### config.mk
export PLATFORM = sky130hd
export DESIGN_NAME = varint_six_bit_group_packer
export DESIGN_NICKNAME = d
export VERILOG_FILES = /design/src/vsgp_pkg.sv /design/src/vsgp_front.sv /design/src/vsgp_queue.sv /design/src/vsgp_back.sv /design/src/varint_six_bit_group_packer.sv
export SDC_FILE = /design/constraint.sdc
export NUM_CORES = 1
export LEC_CHECK = 0
export ABC_AREA = 1
export BUFFER_PORTS_ARGS = -buffer_cell sky130_fd_sc_hd__buf_2
export CAP_MARGIN = 10
export CORE_AREA = 2 2 206 208
export CTS_BUF_LIST = sky130_fd_sc_hd__clkbuf_8
export DETAILED_ROUTE_END_ITERATION = 10
export DIE_AREA = 0 0 208 210
export HOLD_SLACK_MARGIN = 0.12
export PLACE_DENSITY_LB_ADDON = 0.2
export SKIP_LAST_GASP = 1
export SLEW_MARGIN = 40
export SYNTH_ARGS = -nofsm -noshare
export SYNTH_HDL_FRONTEND = slang
export SYNTH_SLANG_ARGS = --single-unit
### constraint.sdc
create_clock -name i_clk -period 5 [get_ports i_clk]
set_input_delay 0.5 -clock i_clk [delete_from_list [all_inputs] [get_ports i_clk]]
set_output_delay 0.5 -clock i_clk [all_outputs]
set_load 0.1 [all_outputs]
### src/vsgp_pkg.sv
package vsgp_pkg;

    localparam int VALUE_W = 64;
    localparam int HALF_W  = 32;
    localparam int GRP_W   = 6;
    localparam int DATA_W  = 5;
    localparam int BYTE_W  = 8;
    localparam int STORE_W = 13;
    localparam int FILL_W  = 4;
    localparam int CNT_W   = 3;
    localparam int REM_W   = CNT_W + 1;
    localparam int Q_DEPTH = 2;
    localparam int Q_PTR_W = (Q_DEPTH > 1) ? $clog2(Q_DEPTH) : 1;
    localparam int Q_CNT_W = $clog2(Q_DEPTH + 1);

    typedef enum logic [1:0] {
        ACT_RAW    = 2'd0,
        ACT_EXT32  = 2'd1,
        ACT_PAIR64 = 2'd2,
        ACT_FINISH = 2'd3
    } t_action;

    // One classified request waiting for the back end.
    typedef struct packed {
        t_action                action;
        logic [VALUE_W-1:0]     value;
        logic [CNT_W-1:0]       n_lo;   // groups of the low half (or 1)
        logic [CNT_W-1:0]       n_hi;   // groups of the high half, 0 unless pair
    } t_item;

    typedef struct packed {
        logic              busy;
        logic [FILL_W-1:0] fill;
    } t_back_stat;

endpackage

### src/vsgp_front.sv
module vsgp_front (
    input  logic                           i_valid,
    output logic                           o_ready,
    input  logic [1:0]                     i_action,
    input  logic [vsgp_pkg::VALUE_W-1:0]   i_value,
    output logic                           o_push,
    input  logic                           i_push_ready,
    output vsgp_pkg::t_item                o_item
);

    // Number of 5-bit groups a 32-bit value needs (at least one).
    function automatic logic [vsgp_pkg::CNT_W-1:0] count_groups(
        input logic [vsgp_pkg::HALF_W-1:0] v
    );
        logic [5:0] above;
        begin
            above = {|v[31:30], |v[31:25], |v[31:20], |v[31:15], |v[31:10], |v[31:5]};
            count_groups = vsgp_pkg::CNT_W'($countones(above)) + vsgp_pkg::CNT_W'(1);
        end
    endfunction

    vsgp_pkg::t_action w_action;

    assign w_action = vsgp_pkg::t_action'(i_action);
    assign o_ready  = i_push_ready;
    assign o_push   = i_valid;

    always_comb begin
        o_item.action = w_action;
        o_item.value  = i_value;
        o_item.n_lo   = vsgp_pkg::CNT_W'(1);
        o_item.n_hi   = '0;
        unique case (w_action)
            vsgp_pkg::ACT_EXT32: begin
                o_item.n_lo = count_groups(i_value[vsgp_pkg::HALF_W-1:0]);
            end
            vsgp_pkg::ACT_PAIR64: begin
                o_item.n_lo = count_groups(i_value[vsgp_pkg::HALF_W-1:0]);
                o_item.n_hi = count_groups(i_value[vsgp_pkg::VALUE_W-1:vsgp_pkg::HALF_W]);
            end
            default: begin
                o_item.n_lo = vsgp_pkg::CNT_W'(1);
            end
        endcase
    end

endmodule

### src/vsgp_queue.sv
module vsgp_queue (
    input  logic             i_clk,
    input  logic             i_rst_n,
    input  logic             i_push,
    output logic             o_push_ready,
    input  vsgp_pkg::t_item  i_item,
    output logic             o_valid,
    input  logic             i_pop,
    output vsgp_pkg::t_item  o_item
);

    vsgp_pkg::t_item                r_mem [vsgp_pkg::Q_DEPTH];
    logic [vsgp_pkg::Q_PTR_W-1:0]   r_wr_ptr;
    logic [vsgp_pkg::Q_PTR_W-1:0]   r_rd_ptr;
    logic [vsgp_pkg::Q_CNT_W-1:0]   r_count;
    logic                           w_wr;
    logic                           w_rd;

    assign o_push_ready = (r_count != vsgp_pkg::Q_CNT_W'(vsgp_pkg::Q_DEPTH));
    assign o_valid      = (r_count != '0);
    assign o_item       = r_mem[r_rd_ptr];
    assign w_wr         = i_push && o_push_ready;
    assign w_rd         = i_pop && o_valid;

    function automatic logic [vsgp_pkg::Q_PTR_W-1:0] next_ptr(
        input logic [vsgp_pkg::Q_PTR_W-1:0] p
    );
        begin
            if (p == vsgp_pkg::Q_PTR_W'(vsgp_pkg::Q_DEPTH - 1)) begin
                next_ptr = '0;
            end else begin
                next_ptr = p + vsgp_pkg::Q_PTR_W'(1);
            end
        end
    endfunction

    always_ff @(posedge i_clk) begin
        if (w_wr) begin
            r_mem[r_wr_ptr] <= i_item;
        end
    end

    always_ff @(posedge i_clk) begin
        if (!i_rst_n) begin
            r_wr_ptr <= '0;
            r_rd_ptr <= '0;
            r_count  <= '0;
        end else begin
            if (w_wr) begin
                r_wr_ptr <= next_ptr(r_wr_ptr);
            end
            if (w_rd) begin
                r_rd_ptr <= next_ptr(r_rd_ptr);
            end
            if (w_wr && !w_rd) begin
                r_count <= r_count + vsgp_pkg::Q_CNT_W'(1);
            end else if (w_rd && !w_wr) begin
                r_count <= r_count - vsgp_pkg::Q_CNT_W'(1);
            end
        end
    end

endmodule

### src/vsgp_back.sv
module vsgp_back (
    input  logic                          i_clk,
    input  logic                          i_rst_n,
    input  logic                          i_q_valid,
    input  vsgp_pkg::t_item               i_q_item,
    output logic                          o_pop,
    output logic                          o_valid,
    input  logic                          i_ready,
    output logic [vsgp_pkg::BYTE_W-1:0]   o_byte,
    output logic                          o_last,
    output vsgp_pkg::t_back_stat          o_stat
);

    typedef enum logic {ST_IDLE, ST_RUN} t_state;

    t_state                             r_state,      n_state;
    vsgp_pkg::t_action                  r_act,        n_act;
    logic [vsgp_pkg::HALF_W-1:0]        r_val,        n_val;
    logic [vsgp_pkg::HALF_W-1:0]        r_hi,         n_hi;
    logic [vsgp_pkg::CNT_W-1:0]         r_left_half,  n_left_half;
    logic [vsgp_pkg::CNT_W-1:0]         r_left_hi,    n_left_hi;
    logic [vsgp_pkg::STORE_W-1:0]       r_store,      n_store;
    logic [vsgp_pkg::FILL_W-1:0]        r_fill,       n_fill;
    logic                               r_out_valid,  n_out_valid;
    logic [vsgp_pkg::BYTE_W-1:0]        r_out_byte,   n_out_byte;
    logic                               r_out_last,   n_out_last;

    logic                               w_out_ok;
    logic [vsgp_pkg::GRP_W-1:0]         w_group;
    logic [vsgp_pkg::STORE_W-1:0]       w_sum;
    logic [vsgp_pkg::FILL_W-1:0]        w_fill6;
    logic [vsgp_pkg::REM_W-1:0]         w_rem;

    assign w_out_ok = !r_out_valid || i_ready;
    assign o_valid  = r_out_valid;
    assign o_byte   = r_out_byte;
    assign o_last   = r_out_last;
    assign o_stat   = '{busy: (r_state == ST_RUN), fill: r_fill};

    // Group for the current step: raw takes six bits, a varint takes five
    // plus a continuation flag while more groups of the same half follow.
    always_comb begin
        if (r_act == vsgp_pkg::ACT_RAW) begin
            w_group = r_val[vsgp_pkg::GRP_W-1:0];
        end else begin
            w_group = {(r_left_half != vsgp_pkg::CNT_W'(1)), r_val[vsgp_pkg::DATA_W-1:0]};
        end
        w_sum   = r_store | (vsgp_pkg::STORE_W'(w_group) << r_fill);
        w_fill6 = r_fill + vsgp_pkg::FILL_W'(vsgp_pkg::GRP_W);
        w_rem   = vsgp_pkg::REM_W'(r_left_half) - vsgp_pkg::REM_W'(1)
                + vsgp_pkg::REM_W'(r_left_hi);
    end

    always_comb begin
        n_state     = r_state;
        n_act       = r_act;
        n_val       = r_val;
        n_hi        = r_hi;
        n_left_half = r_left_half;
        n_left_hi   = r_left_hi;
        n_store     = r_store;
        n_fill      = r_fill;
        n_out_valid = r_out_valid;
        n_out_byte  = r_out_byte;
        n_out_last  = r_out_last;
        o_pop       = 1'b0;

        if (r_out_valid && i_ready) begin
            n_out_valid = 1'b0;
        end

        unique case (r_state)
            ST_IDLE: begin
                if (i_q_valid) begin
                    o_pop       = 1'b1;
                    n_act       = i_q_item.action;
                    n_val       = i_q_item.value[vsgp_pkg::HALF_W-1:0];
                    n_hi        = i_q_item.value[vsgp_pkg::VALUE_W-1:vsgp_pkg::HALF_W];
                    n_left_half = i_q_item.n_lo;
                    n_left_hi   = i_q_item.n_hi;
                    n_state     = ST_RUN;
                end
            end
            ST_RUN: begin
                if (w_out_ok) begin
                    if (r_act == vsgp_pkg::ACT_FINISH) begin
                        if (r_fill != '0) begin
                            n_out_valid = 1'b1;
                            n_out_byte  = r_store[vsgp_pkg::BYTE_W-1:0];
                            n_out_last  = 1'b1;
                        end
                        n_store = '0;
                        n_fill  = '0;
                        n_state = ST_IDLE;
                    end else begin
                        if (w_fill6 >= vsgp_pkg::FILL_W'(vsgp_pkg::BYTE_W)) begin
                            n_store     = w_sum >> vsgp_pkg::BYTE_W;
                            n_fill      = w_fill6 - vsgp_pkg::FILL_W'(vsgp_pkg::BYTE_W);
                            n_out_valid = 1'b1;
                            n_out_byte  = w_sum[vsgp_pkg::BYTE_W-1:0];
                            // last unless a later group of this request still
                            // completes a byte
                            n_out_last  = !((w_rem >= vsgp_pkg::REM_W'(2)) ||
                                            ((w_rem == vsgp_pkg::REM_W'(1)) &&
                                             (n_fill >= vsgp_pkg::FILL_W'(2))));
                        end else begin
                            n_store = w_sum;
                            n_fill  = w_fill6;
                        end
                        if (r_left_half == vsgp_pkg::CNT_W'(1)) begin
                            if (r_left_hi == '0) begin
                                n_state = ST_IDLE;
                            end else begin
                                n_val       = r_hi;
                                n_left_half = r_left_hi;
                                n_left_hi   = '0;
                            end
                        end else begin
                            n_val       = r_val >> vsgp_pkg::DATA_W;
                            n_left_half = r_left_half - vsgp_pkg::CNT_W'(1);
                        end
                    end
                end
            end
            default: begin
                n_state = ST_IDLE;
            end
        endcase
    end

    always_ff @(posedge i_clk) begin
        if (!i_rst_n) begin
            r_state     <= ST_IDLE;
            r_store     <= '0;
            r_fill      <= '0;
            r_out_valid <= 1'b0;
        end else begin
            r_state     <= n_state;
            r_store     <= n_store;
            r_fill      <= n_fill;
            r_out_valid <= n_out_valid;
        end
        r_act       <= n_act;
        r_val       <= n_val;
        r_hi        <= n_hi;
        r_left_half <= n_left_half;
        r_left_hi   <= n_left_hi;
        r_out_byte  <= n_out_byte;
        r_out_last  <= n_out_last;
    end

endmodule

### src/varint_six_bit_group_packer.sv
// Channel  | Dir | Signals                                  | Contents
// ---------+-----+------------------------------------------+------------------------------
// command  | in  | s_axis_tvalid/tready/tdata[63:0]/tuser   | tdata: value; tuser: action
// bytes    | out | m_axis_tvalid/tready/tdata[7:0]/tlast    | tdata: out_byte; tlast: last
//
// A request is loaded from the queue, then packed one 6-bit group per cycle
// unless the byte side stalls; the single group shifter takes no new request
// until the last is done, and finish flushes the buffer. One byte leaves per cycle at most.
// Reset (synchronous, active low) empties the queue and clears the bit buffer.
// A stall on the byte side holds the back end; the two-entry queue keeps
// accepting commands until it fills.
module varint_six_bit_group_packer (
    input  logic        i_clk,
    input  logic        i_rst_n,
    input  logic        s_axis_tvalid,
    output logic        s_axis_tready,
    input  logic [63:0] s_axis_tdata,   // [63:0] value
    input  logic [1:0]  s_axis_tuser,   // [1:0] action
    output logic        m_axis_tvalid,
    input  logic        m_axis_tready,
    output logic [7:0]  m_axis_tdata,   // [7:0] out_byte
    output logic        m_axis_tlast
);

    logic                  w_push;
    logic                  w_push_ready;
    vsgp_pkg::t_item       w_front_item;
    logic                  w_q_valid;
    logic                  w_pop;
    vsgp_pkg::t_item       w_q_item;
    vsgp_pkg::t_back_stat  w_stat;

    // Classify: count varint groups per half before queueing.
    vsgp_front u_front (
        .i_valid      (s_axis_tvalid),
        .o_ready      (s_axis_tready),
        .i_action     (s_axis_tuser),
        .i_value      (s_axis_tdata),
        .o_push       (w_push),
        .i_push_ready (w_push_ready),
        .o_item       (w_front_item)
    );

    // Decouple command intake from byte emission.
    vsgp_queue u_queue (
        .i_clk        (i_clk),
        .i_rst_n      (i_rst_n),
        .i_push       (w_push),
        .o_push_ready (w_push_ready),
        .i_item       (w_front_item),
        .o_valid      (w_q_valid),
        .i_pop        (w_pop),
        .o_item       (w_q_item)
    );

    // Pack groups into the bit buffer and drive the output register.
    vsgp_back u_back (
        .i_clk     (i_clk),
        .i_rst_n   (i_rst_n),
        .i_q_valid (w_q_valid),
        .i_q_item  (w_q_item),
        .o_pop     (w_pop),
        .o_valid   (m_axis_tvalid),
        .i_ready   (m_axis_tready),
        .o_byte    (m_axis_tdata),
        .o_last    (m_axis_tlast),
        .o_stat    (w_stat)
    );

    // Between groups the buffer holds an even count of bits below one byte.
    a_fill_even: assert property (@(posedge i_clk) disable iff (!i_rst_n)
        (w_stat.fill[0] == 1'b0) && (w_stat.fill <= 4'd6))
        else $error("bit fill out of range");

    // Pop only from a non-empty queue and only while the back end is free.
    a_pop_idle: assert property (@(posedge i_clk) disable iff (!i_rst_n)
        w_pop |-> (w_q_valid && !w_stat.busy))
        else $error("queue pop while busy or empty");

    // A popped request always starts the back end.
    a_pop_starts: assert property (@(posedge i_clk) disable iff (!i_rst_n)
        w_pop |=> w_stat.busy)
        else $error("popped request not started");

endmodule
==> flow_metrics.env <==
export IMPL_ys_ff_latch=248
export IMPL_design_core_area_um2=41480
export IMPL_vias=6759
export IMPL_insertedDiodeCount=0
export IMPL_critical_path_class="in2reg"
export IMPL_cp_max_fo=3
export IMPL_die_height_um=210
export IMPL_clock_latency_ns=0.60
export IMPL_cp_common_cell="ha_1"
export IMPL_hpwl_um=15800
export IMPL_multi_input_area_um2=2675
export IMPL_r2r_cells=9
export IMPL_fin_crit_ns=3.267
export IMPL_place_ws_ns=1.637
export IMPL_critPathArrivalTime_ns=3.62
export IMPL_postSynthAreaPerCell_um2=12.03
export IMPL_cts_buffers=46
export IMPL_drc=0
export IMPL_post_dp_cell_area_um2=11290
export IMPL_ant_nets=0
export IMPL_grt_pass1_vias=7109
export IMPL_worst_path_buf_inv=4
export IMPL_start_kind="input port"
export IMPL_crit_path_end="u_queue.r_mem[0][5]"
export IMPL_outcome="complete, no violations"
export IMPL_irDropWorstVdd_mv=0.2250
export IMPL_floorplan_initialDensity_pct=24.71
export IMPL_fin_skew_ns=0.03558
export IMPL_finalMaxSlewViolations=0
export IMPL_synth_warnings=0
export IMPL_slowest_delay_ns=0.53
export IMPL_whs_ns=0.1632
export IMPL_synth_flop_cell="edfxtp_1"
export IMPL_power_leakage_nw=4.852
export IMPL_cts_sinks=248
export IMPL_num_fill_cells=4306
export IMPL_cts_tree="done"
export IMPL_yosysSeqAreaShare_pct=70.43
export IMPL_drv_cap=0
export IMPL_gp_congestion=0.7811
export IMPL_drtIter0Drc=304
export IMPL_cts_root_buf="clkbuf_8"
export IMPL_cts_max_level=2
export IMPL_avgViaCountPerCell=4.256
export IMPL_routed_wl_um=26020
export IMPL_fin_ws_ns=1.733
export IMPL_syn_inst=852
export IMPL_setup_viol=0
export IMPL_dp_cells=1447
export IMPL_ios=81
export IMPL_path_delay_family="adder cells"
export IMPL_setup_tns_ns=0
export IMPL_synth_edf_count=225
export IMPL_p_per_area_nw_per_um2=572.7
export IMPL_synthArstFlopShare_pct=0
export IMPL_worst_setup_path_end_kind="register"
export IMPL_antenna_found_initial=0
export IMPL_rows=75
export IMPL_hp_class="in2reg"
export IMPL_r2r_start="u_back.r_state"
export IMPL_grtUsageTotal_pct=12.06
export IMPL_syn_num_nets=946
export IMPL_crit_chain="dlygate4sd3_1, buf_2, nor2_1, and3_1, nand2_1, nor3_2, nand3_1, or2_1, ha_1, inv_1, ha_1, inv_1, ha_1, fa_1, xnor2_1, nor2_1"
export IMPL_cts_setup_buffers=0
export IMPL_cts_buffer_depth=3
export IMPL_clkTransAtPathRegs_ns=0.06
export IMPL_fin_cells=1588
export IMPL_grt_pass1_wl_um=40590
export IMPL_crit_required_ns=5.35
export IMPL_crit_start="s_axis_tdata[28]"
export IMPL_crit_cells=16
export IMPL_fin_area_um2=12680
export IMPL_reg2reg_slack_ns=1.97
export IMPL_worstReg2RegEnd="u_back.r_val[3]"
export IMPL_synthToLayoutAreaGrowth_pct=23.72
export IMPL_syn_area_um2=10250
export IMPL_grt_max_degree=73
export IMPL_fin_crit_sh_pct=65.35
export IMPL_tightest_slew_ns=0.7815
export IMPL_die_w_um=208
export IMPL_nets=1109
export IMPL_io_buffer_count=80
export IMPL_ff_latch_area_um2=7218
export IMPL_crit_path_top_delay_cell="dlygate4sd3_1"
export IMPL_synthDistinctLibCells=46
export IMPL_wl_per_cell_um=16.39
export IMPL_fmax_ghz=0.3061
export IMPL_rsz0062_at_grt="no"
export IMPL_finalHoldViolCount=0
export IMPL_max_slew_margin_rel_pct=47.82
export IMPL_firstDrtPassIters=5
export IMPL_dieArea_um2=43680
export IMPL_grt_overflow_total=0
export IMPL_drive_gt1_share_pct=17.06
==> synth_stat cells, types with 3 or more instances <==
cell	instances	share of area (%)
inv_2	14	0.51
fa_1	5	0.98
o21bai_1	4	0.29
edfxtp_1	225	66
buf_2	4	0.20
nor2_1	110	4.0
nand3_1	24	1.2
nand2_1	147	5.4
clkbuf_1	22	0.81
a21oi_1	25	1.2
nand2_4	3	0.33
nor3_1	7	0.34
o21ai_1	16	0.78
nand4_1	9	0.55
dfxtp_1	23	4.5
o21ai_0	71	3.5
buf_1	5	0.18
inv_1	51	1.9
ha_1	19	2.3
or2_2	4	0.24
o22ai_1	27	1.6
nor4_1	4	0.24
==> logic make-up after synthesis <==
kind of cell | Yosys count | share of synthesized area (%)
AND/OR/NAND/NOR | 319 | 13.22
flip-flops | 248 | 70.43
AO/OA/AOI/OAI | 158 | 8.694
buffers and inverters | 99 | 3.834
adder cells (fa/ha/maj) | 24 | 3.297
XOR/XNOR | 4 | 0.5251
==> stage by stage <==
stage          utilization [%]  power (W)
2_1_floorplan                -   0.004842
6_report                 30.57   0.007260
3_3_place_gp             27.18   0.005605
3_5_place_dp             27.22   0.005617
4_1_cts                  30.56   0.007404
5_1_grt                  30.57   0.007796
==> worst register-to-register path, delay by kind of cell, from the launching register on <==
family | cells | cell delay, ns
compound gates | 1 | 0.11
flops | 1 | 0.40
buf+inv | 5 | 1.54
simple gates | 3 | 0.58
==> state kept, by name (all words and copies together) (netlist names), 2 cells and up, named ones only <==
register	count
u_back.o_byte	8
u_back.r_act	2
u_back.r_fill	3
u_back.r_hi	32
u_back.r_left_half	3
u_back.r_left_hi	3
u_back.r_store	13
u_back.r_val	32
u_queue.r_count	2
u_queue.r_mem	144
==> where the power goes <==
group / total [W] / internal, W / switching [W]
registers: 0.00326 / 0.00307 / 0.000193
clock network: 0.00171 / 0.000869 / 0.000840
logic: 0.00229 / 0.000615 / 0.00167
total: 0.00726 / 0.00455 / 0.00271
==> layout by cell type, fill, tap and decap left out, types with 5 or more instances in the layout <==
| cell type | instances |
|---|---|
| clkbuf_8 | 47 |
| a21oi_1 | 24 |
| nand2_1 | 147 |
| o21ai_1 | 16 |
| nor2_1 | 108 |
| inv_1 | 74 |
| clkinv_2 | 5 |
| o22ai_1 | 27 |
| buf_4 | 7 |
| ha_1 | 19 |
| inv_2 | 12 |
| buf_2 | 80 |
| fa_1 | 5 |
| nand3_1 | 24 |
| o21ai_0 | 71 |
| nor3_1 | 7 |
| clkinv_1 | 7 |
| nand4_1 | 9 |
| edfxtp_1 | 225 |
| dfxtp_1 | 22 |
| dlygate4sd3_1 | 59 |
==> timing repair <==
action,in CTS,in global routing
hold buffers,59,0
resized for setup,0,0
hold endpoints to repair,118,0
==> cell type report <==
class	count	area share [%]
sequential	248	56.93
timing repair buffer	148	8.408
clock inverter	35	1.145
tap	539	5.319
clock buffer	47	5.102
multi-input combinational	505	21.10
inverter	66	1.993
==> how the worst min path moves through the flow <==
stage                                start                   end  slack (ns)  depth (start not counted)
after floorplan           u_queue.r_rd_ptr              register        0.43                          1
after detailed placement  u_queue.r_rd_ptr              register        0.44                          1
after global placement    u_queue.r_rd_ptr              register        0.43                          1
after global routing       s_axis_tdata[5]  u_queue.r_mem[0][11]        0.13                          1
final                      s_axis_tdata[5]  u_queue.r_mem[0][11]        0.16                          1
after CTS                  s_axis_tdata[5]  u_queue.r_mem[0][11]        0.12                          1
==> metal layers <==
layer | vias to the layer above | GRT usage (%) | share of wire (%)
met4 | 0 | 4.329 | 2.5
met3 | 50 | 2.741 | 4.3
met5 | - | 0 | 0
li1 | 3329 | - | -
met1 | 3234 | 14.92 | 45
met2 | 146 | 20.69 | 48
(Power assumes the default switching activity.)
